[src/sv/hnwm_pkg.sv]
`default_nettype none
package hnwm_pkg;

  localparam int CMD_W       = 2;
  localparam int LETTER_W    = 5;
  localparam int MAX_LETTERS = 8;
  localparam int CHARS_W     = LETTER_W * MAX_LETTERS;
  localparam int LEN_W       = 4;
  localparam int DIST_W      = 4;
  localparam int STATUS_W    = 3;

  localparam logic [CMD_W-1:0] CMD_CLEAR = 2'd0;
  localparam logic [CMD_W-1:0] CMD_STORE = 2'd1;
  localparam logic [CMD_W-1:0] CMD_QUERY = 2'd2;

  localparam logic [STATUS_W-1:0] ST_CORRECT = 3'd0;
  localparam logic [STATUS_W-1:0] ST_SUGGEST = 3'd1;
  localparam logic [STATUS_W-1:0] ST_NOMATCH = 3'd2;
  localparam logic [STATUS_W-1:0] ST_STORED  = 3'd3;
  localparam logic [STATUS_W-1:0] ST_FULL    = 3'd4;
  localparam logic [STATUS_W-1:0] ST_CLEARED = 3'd5;

  // one dictionary entry as it sits in a cell
  typedef struct packed {
    logic [CHARS_W-1:0] letters;
    logic [LEN_W-1:0]   len;
    logic               tie;
  } cell_t;

  typedef struct packed {
    logic shift;
    logic load;
    logic clr_tie;
  } cell_ctrl_t;

  // zero the letter slots at and above len
  function automatic logic [CHARS_W-1:0] mask_letters(input logic [CHARS_W-1:0] chars,
                                                       input logic [LEN_W-1:0]   len);
    logic [CHARS_W-1:0] res;
    res = '0;
    for (int i = 0; i < MAX_LETTERS; i++) begin
      if (LEN_W'(i) < len) begin
        res[i*LETTER_W +: LETTER_W] = chars[i*LETTER_W +: LETTER_W];
      end
    end
    return res;
  endfunction

endpackage
`default_nettype wire

[src/sv/hamming_nearest_word_match_unit.sv]
`default_nettype none
// Nearest-word matcher: a dictionary of up to MAX_WORDS words of up to eight 5-bit letters
// lives in a ring of cells that rotates past one Hamming comparator at the head. Clear and
// store each give one word. A query rotates the ring once past the comparator, then decides,
// and for correct or no-close-match gives one word; when it has suggestions the ring turns
// once more and gives one word per tied entry in store order, holding on any output stall.
module hamming_nearest_word_match_unit
  import hnwm_pkg::*;
#(
  parameter int MAX_WORDS = 16
) (
  input  wire                  clk_i,
  input  wire                  rst_ni,
  input  wire                  in_valid_i,
  output logic                 in_stall_o,
  input  wire  [CMD_W-1:0]     cmd_i,
  input  wire  [CHARS_W-1:0]   word_chars_i,
  input  wire  [LEN_W-1:0]     word_len_i,
  output logic                 out_valid_o,
  input  wire                  out_stall_i,
  output logic [STATUS_W-1:0]  status_o,
  output logic [DIST_W-1:0]    distance_o,
  output logic [CHARS_W-1:0]   match_chars_o,
  output logic                 last_o
);

  localparam int CNT_W = $clog2(MAX_WORDS + 1);
  localparam int IDX_W = (MAX_WORDS > 1) ? $clog2(MAX_WORDS) : 1;

  localparam logic [1:0] S_IDLE   = 2'd0;
  localparam logic [1:0] S_SCAN   = 2'd1;
  localparam logic [1:0] S_DECIDE = 2'd2;
  localparam logic [1:0] S_EMIT   = 2'd3;

  logic [1:0]         state_q, state_d;
  logic [IDX_W-1:0]   step_q, step_d;
  logic [CNT_W-1:0]   count_q, count_d;
  logic [CNT_W-1:0]   ties_q, ties_d;
  logic [DIST_W-1:0]  best_q, best_d;
  logic [CHARS_W-1:0] q_chars_q, q_chars_d;
  logic [LEN_W-1:0]   q_len_q, q_len_d;

  logic                out_valid_q;
  logic [STATUS_W-1:0] status_q;
  logic [DIST_W-1:0]   dist_q;
  logic [CHARS_W-1:0]  match_q;
  logic                last_q;

  logic                emit;
  logic [STATUS_W-1:0] emit_status;
  logic [DIST_W-1:0]   emit_dist;
  logic [CHARS_W-1:0]  emit_chars;
  logic                emit_last;

  logic               out_ready, accept, last_step, in_range, better, equal;
  logic               shift_en, clr_tie, load_en, tie_in;
  logic [LEN_W-1:0]   len_c;
  logic [DIST_W-1:0]  head_dist;
  cell_t              cells [MAX_WORDS];
  cell_t              head, tail, load_data;

  assign out_ready  = !out_valid_q || !out_stall_i;
  assign in_stall_o = !(state_q == S_IDLE && out_ready);
  assign accept     = in_valid_i && !in_stall_o;

  assign len_c = (word_len_i > LEN_W'(MAX_LETTERS)) ? LEN_W'(MAX_LETTERS) : word_len_i;

  assign head      = cells[0];
  assign last_step = (step_q == IDX_W'(MAX_WORDS - 1));
  assign in_range  = (CNT_W'(step_q) < count_q);

  hnwm_score u_score (
    .entry_i   (head),
    .q_chars_i (q_chars_q),
    .q_len_i   (q_len_q),
    .dist_o    (head_dist)
  );

  assign better = in_range && (head_dist < best_q);
  assign equal  = in_range && (head_dist == best_q);

  always_comb begin
    state_d     = state_q;
    step_d      = step_q;
    count_d     = count_q;
    ties_d      = ties_q;
    best_d      = best_q;
    q_chars_d   = q_chars_q;
    q_len_d     = q_len_q;
    shift_en    = 1'b0;
    clr_tie     = 1'b0;
    load_en     = 1'b0;
    tie_in      = head.tie;
    emit        = 1'b0;
    emit_status = ST_CORRECT;
    emit_dist   = '0;
    emit_chars  = '0;
    emit_last   = 1'b1;
    case (state_q)
      S_IDLE: begin
        if (accept) begin
          case (cmd_i)
            CMD_CLEAR: begin
              count_d     = '0;
              emit        = 1'b1;
              emit_status = ST_CLEARED;
            end
            CMD_STORE: begin
              emit = 1'b1;
              if (count_q >= CNT_W'(MAX_WORDS)) begin
                emit_status = ST_FULL;
              end else begin
                load_en     = 1'b1;
                count_d     = count_q + CNT_W'(1);
                emit_status = ST_STORED;
              end
            end
            CMD_QUERY: begin
              q_chars_d = word_chars_i;
              q_len_d   = len_c;
              best_d    = DIST_W'(len_c);
              ties_d    = '0;
              step_d    = '0;
              state_d   = S_SCAN;
            end
            default: begin
            end
          endcase
        end
      end
      S_SCAN: begin
        shift_en = 1'b1;
        tie_in   = better || equal;
        if (better) begin
          best_d  = head_dist;
          clr_tie = 1'b1;
          ties_d  = CNT_W'(1);
        end else if (equal) begin
          ties_d = ties_q + CNT_W'(1);
        end
        if (last_step) begin
          step_d  = '0;
          state_d = S_DECIDE;
        end else begin
          step_d = step_q + IDX_W'(1);
        end
      end
      S_DECIDE: begin
        if (out_ready) begin
          if (best_q > DIST_W'(q_len_q >> 1)) begin
            emit        = 1'b1;
            emit_status = ST_NOMATCH;
            state_d     = S_IDLE;
          end else if (best_q == '0) begin
            emit        = 1'b1;
            emit_status = ST_CORRECT;
            state_d     = S_IDLE;
          end else begin
            state_d = S_EMIT;
          end
        end
      end
      S_EMIT: begin
        if (!head.tie || out_ready) begin
          shift_en = 1'b1;
          if (head.tie) begin
            emit        = 1'b1;
            emit_status = ST_SUGGEST;
            emit_dist   = best_q;
            emit_chars  = head.letters;
            emit_last   = (ties_q == CNT_W'(1));
            ties_d      = ties_q - CNT_W'(1);
          end
          if (last_step) begin
            step_d  = '0;
            state_d = S_IDLE;
          end else begin
            step_d = step_q + IDX_W'(1);
          end
        end
      end
      default: begin
        state_d = S_IDLE;
      end
    endcase
  end

  // the head re-enters at the tail, with its fresh tie bit during a scan
  always_comb begin
    tail     = head;
    tail.tie = tie_in;
    load_data.letters = mask_letters(word_chars_i, len_c);
    load_data.len     = len_c;
    load_data.tie     = 1'b0;
  end

  for (genvar k = 0; k < MAX_WORDS; k++) begin : g_cell
    cell_ctrl_t ctrl;
    cell_t      nbr;
    assign ctrl.shift = shift_en;
    assign ctrl.load  = load_en && (count_q == CNT_W'(k));
    if (k == MAX_WORDS - 1) begin : g_tail
      assign ctrl.clr_tie = 1'b0;
      assign nbr          = tail;
    end else begin : g_mid
      assign ctrl.clr_tie = clr_tie;
      assign nbr          = cells[k+1];
    end
    hnwm_cell u_cell (
      .clk_i       (clk_i),
      .ctrl_i      (ctrl),
      .nbr_i       (nbr),
      .load_data_i (load_data),
      .cell_o      (cells[k])
    );
  end

  always_ff @(posedge clk_i or negedge rst_ni) begin
    if (!rst_ni) begin
      state_q     <= S_IDLE;
      step_q      <= '0;
      count_q     <= '0;
      ties_q      <= '0;
      best_q      <= '0;
      out_valid_q <= 1'b0;
    end else begin
      state_q <= state_d;
      step_q  <= step_d;
      count_q <= count_d;
      ties_q  <= ties_d;
      best_q  <= best_d;
      if (emit) begin
        out_valid_q <= 1'b1;
      end else if (!out_stall_i) begin
        out_valid_q <= 1'b0;
      end
    end
  end

  always_ff @(posedge clk_i) begin
    q_chars_q <= q_chars_d;
    q_len_q   <= q_len_d;
    if (emit) begin
      status_q <= emit_status;
      dist_q   <= emit_dist;
      match_q  <= emit_chars;
      last_q   <= emit_last;
    end
  end

  assign out_valid_o   = out_valid_q;
  assign status_o      = status_q;
  assign distance_o    = dist_q;
  assign match_chars_o = match_q;
  assign last_o        = last_q;

  a_accept_idle : assert property (@(posedge clk_i) disable iff (!rst_ni)
    accept |-> state_q == S_IDLE)
    else $error("word accepted while a query is in progress");

  a_count_max : assert property (@(posedge clk_i) disable iff (!rst_ni)
    count_q <= CNT_W'(MAX_WORDS))
    else $error("word count beyond dictionary depth");

  a_tie_left : assert property (@(posedge clk_i) disable iff (!rst_ni)
    (state_q == S_EMIT && head.tie) |-> ties_q != '0)
    else $error("tied entry found with no suggestions left");

  a_suggest_dist : assert property (@(posedge clk_i) disable iff (!rst_ni)
    (out_valid_o && status_o == ST_SUGGEST) |-> distance_o != '0)
    else $error("suggestion with zero distance");

endmodule
`default_nettype wire

[src/sv/hnwm_cell.sv]
`default_nettype none
module hnwm_cell
  import hnwm_pkg::*;
(
  input  wire        clk_i,
  input  cell_ctrl_t ctrl_i,
  input  cell_t      nbr_i,
  input  cell_t      load_data_i,
  output cell_t      cell_o
);

  cell_t cell_q, cell_d;

  always_comb begin
    cell_d = cell_q;
    if (ctrl_i.load) begin
      cell_d = load_data_i;
    end else if (ctrl_i.shift) begin
      cell_d     = nbr_i;
      cell_d.tie = nbr_i.tie & ~ctrl_i.clr_tie;
    end
  end

  always_ff @(posedge clk_i) begin
    cell_q <= cell_d;
  end

  assign cell_o = cell_q;

endmodule
`default_nettype wire

[src/sv/hnwm_score.sv]
`default_nettype none
module hnwm_score
  import hnwm_pkg::*;
(
  input  cell_t              entry_i,
  input  logic [CHARS_W-1:0] q_chars_i,
  input  logic [LEN_W-1:0]   q_len_i,
  output logic [DIST_W-1:0]  dist_o
);

  logic [DIST_W-1:0] cnt;

  always_comb begin
    cnt = '0;
    for (int i = 0; i < MAX_LETTERS; i++) begin
      if (LEN_W'(i) < q_len_i &&
          entry_i.letters[i*LETTER_W +: LETTER_W] != q_chars_i[i*LETTER_W +: LETTER_W]) begin
        cnt = cnt + DIST_W'(1);
      end
    end
    // a word of another length scores the query length
    if (entry_i.len != q_len_i) begin
      dist_o = DIST_W'(q_len_i);
    end else begin
      dist_o = cnt;
    end
  end

endmodule
`default_nettype wire
[config.mk]
export PLATFORM = sky130hd
export DESIGN_NAME = hamming_nearest_word_match_unit
export DESIGN_NICKNAME = d
export VERILOG_FILES = /design/src/sv/hnwm_pkg.sv /design/src/sv/hamming_nearest_word_match_unit.sv /design/src/sv/hnwm_cell.sv /design/src/sv/hnwm_score.sv
export SDC_FILE = /design/constraint.sdc
export NUM_CORES = 1
export LEC_CHECK = 0
export BUFFER_PORTS_ARGS = -buffer_cell sky130_fd_sc_hd__clkbuf_2
export CAP_MARGIN = 20
export CORE_MARGIN = 8
export CORE_UTILIZATION = 55
export CTS_BUF_LIST = sky130_fd_sc_hd__clkbuf_8
export DETAILED_ROUTE_END_ITERATION = 8
export GPL_TIMING_DRIVEN = 1
export PLACE_DENSITY = 0.82
export SLEW_MARGIN = 20
export SYNTH_ARGS = -nofsm -noshare
export SYNTH_HDL_FRONTEND = slang
export SYNTH_SLANG_ARGS = --single-unit
export TNS_END_PERCENT = 1
[constraint.sdc]
create_clock -name clk_i -period 7.8 [get_ports clk_i]
set_clock_uncertainty 0.05 [all_clocks]
set_input_delay 0.78 -clock clk_i [delete_from_list [all_inputs] [get_ports clk_i]]
set_output_delay 0.78 -clock clk_i [all_outputs]
set_load 0.03 [all_outputs]
==> flow_summary.toml <==
[power_and_ir_drop]
power_leakage_uw = 0.01454
p_per_area_nw_per_um2 = 429.4
ir_drop_uv = 354.5
p_total_uw = 16550

[grt]
grt_pass1_wl_microns = 134400
gr-total-overflow = 0
grt_antenna_before_repair = 1
grt_pass1_vias = 23240
grt_max_degree = 243
track_usage = 0.2377

[cts]
cts.path.max_buffers = 3
cts_setup_buffers = 0
cts.clk_slew.worst_paths_ps = 70
htreeDepth = 3
cts_tree = "yes"
root_buffer = "clkbuf_8"
insertion_delay_ps = 750
cts.sinks = 833
cts_made_buffers = 120

[timing]
setup_tns_ps = 0
period_minus_slack_ps = 7082
period_share = 0.9080
max-slew-margin-rel = 0.2409
grt_setup_unrepaired = "false"
max_freq_mhz = 141.2
drv_slew = 0
setup_viol = 0
tightest_slew_ps = 1134
final_hold_viol_count = 0

[synth]
yosys_warnings = 0
synth-edff-count = 796
ys_seq_elements = 833
synthArstFlopShare = 0.02521
syn_nets = 3009
synthFlopType = "edfxtp_1"
syn_avg_cell_area_sq_um = 11.98
seq_area_frac_synth = 0.7048
synth.cell_area_sq_um = 35110
synthDistinctLibCells = 68
synthCells = 2931

[worst_hold_path]
hp-class = "input port to flip-flop"

[drt]
vias = 24070
ant_nets = 0
dr.pass1.iters = 6
wl_per_cell_microns = 22.21
routed_wl_microns = 87230
via_per_inst = 6.128
drc_errors = 0
drtIter0Drc = 3726

[critical_path]
worstPathMaxFanout = 11
crit_type = "flip-flop to flip-flop"
cp.required_ps = 8380
slowest_delay_ps = 470
cp-start-kind = "flip-flop"
critPathCaptureType = "flip-flop"
critPathSlowestCell = "or3_2"
arrival_ps = 7660

[floorplanning]
core_region_area_sq_um = 63080
die_h_microns = 268.7
num_rows = 92
ios = 100
dieArea_sq_um = 72190
fp.dieW_microns = 268.7
initial_utilization = 0.5567

[finish]
drive_above_1_share = 0.1143
finalNetCount = 3053
fin_cells = 3927
final_cell_mix = "edfxtp_1 (796), nand2_1 (743), o21ai_0 (655)"
syn_to_final_growth_pct = 9.788
fillCellCount = 4579
register_area_sq_um = 24750
final_common_cell = "edfxtp_1"
multi_input_area_sq_um = 9495

[placement]
dp.cells = 3698
portBuffers = 99
hpwl_microns = 51490
gp_congestion = 0.8652

[outcome]
status = "finished clean"

[run]
maxCapViolations = 0
## critical path: cells and delay by family, from the launching register on
kind	cells	cell delay, ps
buf+inv	4	500
xor+xnor	2	380
fa+ha+maj	5	1350
simple gates	10	2210
compound gates	11	1740
flops	1	370
mux	2	380
## layer usage
metal  vias to the layer above  wire (microns)  global-route usage
met4                         0            2144             0.08000
met5                         -               0                   0
met2                      1709           41160              0.3819
li1                      10610               -                   -
met1                     11590           34000              0.3270
met3                       159            9922             0.04495
## flip-flops by register name, summed over array words and instances, names as in the netlist
register,count
status_o,3
q_chars_q,40
step_q,4
ties_q,5
state_q,2
count_q,5
last_o,1
g_cell.u_cell.cell_o,720
distance_o,4
out_valid_o,1
best_q,4
match_chars_o,40
q_len_q,4
## cell type report
class | instances | share of cell area
inverter | 32 | 0.003181
timing repair buffer | 141 | 0.02194
antenna | 1 | 0.00006491
clock inverter | 101 | 0.01412
sequential | 833 | 0.6420
tap | 846 | 0.02746
multi-input combinational | 1847 | 0.2463
clock buffer | 126 | 0.04498
## report_power, final
| group | switching, uW | leakage, uW | internal (uW) |
|---|---|---|---|
| combinational | 3330 | 0.00452 | 1290 |
| sequential | 783 | 0.00867 | 7850 |
| clock | 1670 | 0.00135 | 1640 |
| total | 5780 | 0.0145 | 10800 |
## stage by stage
stage               hold slack [ps]  area [sq um]    util  worst slack (ps)
global placement              388.8         36230  0.5744              1028
global route                  168.8         38550  0.6112             191.3
CTS                           153.0         38540  0.6109             655.7
floorplan                     382.1         35110       -              1195
detailed placement            395.6         36250  0.5746             705.9
finish                        186.3         38550  0.6112             717.7
## cell families (layout without fill, tap and decap cells)
kind of cell               Yosys count  in the layout  share of synthesized area
muxes                                8              8                   0.002387
AOI/OAI and AO/OA                  822            822                     0.1311
other                                0              1                          0
buffers and inverters              251            400                    0.02769
DFF                                833            833                     0.7048
and+or+nand+nor                    933            933                     0.1089
xor gates and xnor gates            56             56                    0.01525
adders and majority gates           28             28                   0.009977
## worst paths after layout
kind                                             start                     endpoint  slack (ps)  depth (start not counted)
max in group asynchronous                       rst_ni                    best_q[3]        6760                          2
min in group asynchronous                       rst_ni                    best_q[0]         550                          2
min                                   word_chars_i[27]                q_chars_q[27]         190                          1
max                                         q_len_q[3]                    best_q[3]         720                         34
max reg2reg                                 q_len_q[3]                    best_q[3]         720                         34
min reg2reg                g_cell[13].u_cell.cell_o[0]  g_cell[13].u_cell.cell_o[0]         410                          2
## synth_stat cells (3+ instances only)
| cell type | count | area [sq um] |
|---|---|---|
| a22o_1 | 67 | 586.8 |
| o21ai_1 | 9 | 45.04 |
| xnor2_1 | 25 | 219.0 |
| or2_2 | 4 | 25.02 |
| a21oi_1 | 37 | 185.2 |
| a21o_1 | 7 | 52.55 |
| ha_1 | 28 | 350.3 |
| nor2_1 | 38 | 142.6 |
| nand2_1 | 759 | 2849 |
| nor3_1 | 13 | 65.06 |
| inv_1 | 29 | 108.9 |
| o22ai_1 | 4 | 25.02 |
| dfrtp_1 | 21 | 525.5 |
| xor2_1 | 28 | 245.2 |
| o211ai_1 | 3 | 22.52 |
| or3_1 | 4 | 25.02 |
| dfxtp_1 | 16 | 320.3 |
| clkbuf_1 | 215 | 807.0 |
| edfxtp_1 | 796 | 23900 |
| a32oi_1 | 3 | 26.28 |
| a31oi_1 | 8 | 50.05 |
| and2_1 | 41 | 256.5 |
| nand2b_1 | 8 | 50.05 |
| o21a_1 | 4 | 30.03 |
| nand3_1 | 33 | 165.2 |
| xnor3_2 | 3 | 71.32 |
| o21ai_0 | 655 | 3278 |
| nand4_1 | 6 | 37.54 |
| nor2b_1 | 10 | 62.56 |
| mux2i_1 | 5 | 50.05 |
## repair_timing
action,in CTS,in global routing
setup endpoints to repair,0,2
gates resized for setup,0,1
hold buffers,1,0
hold endpoints to repair,21,0
Power figures use the tool's default switching activity.
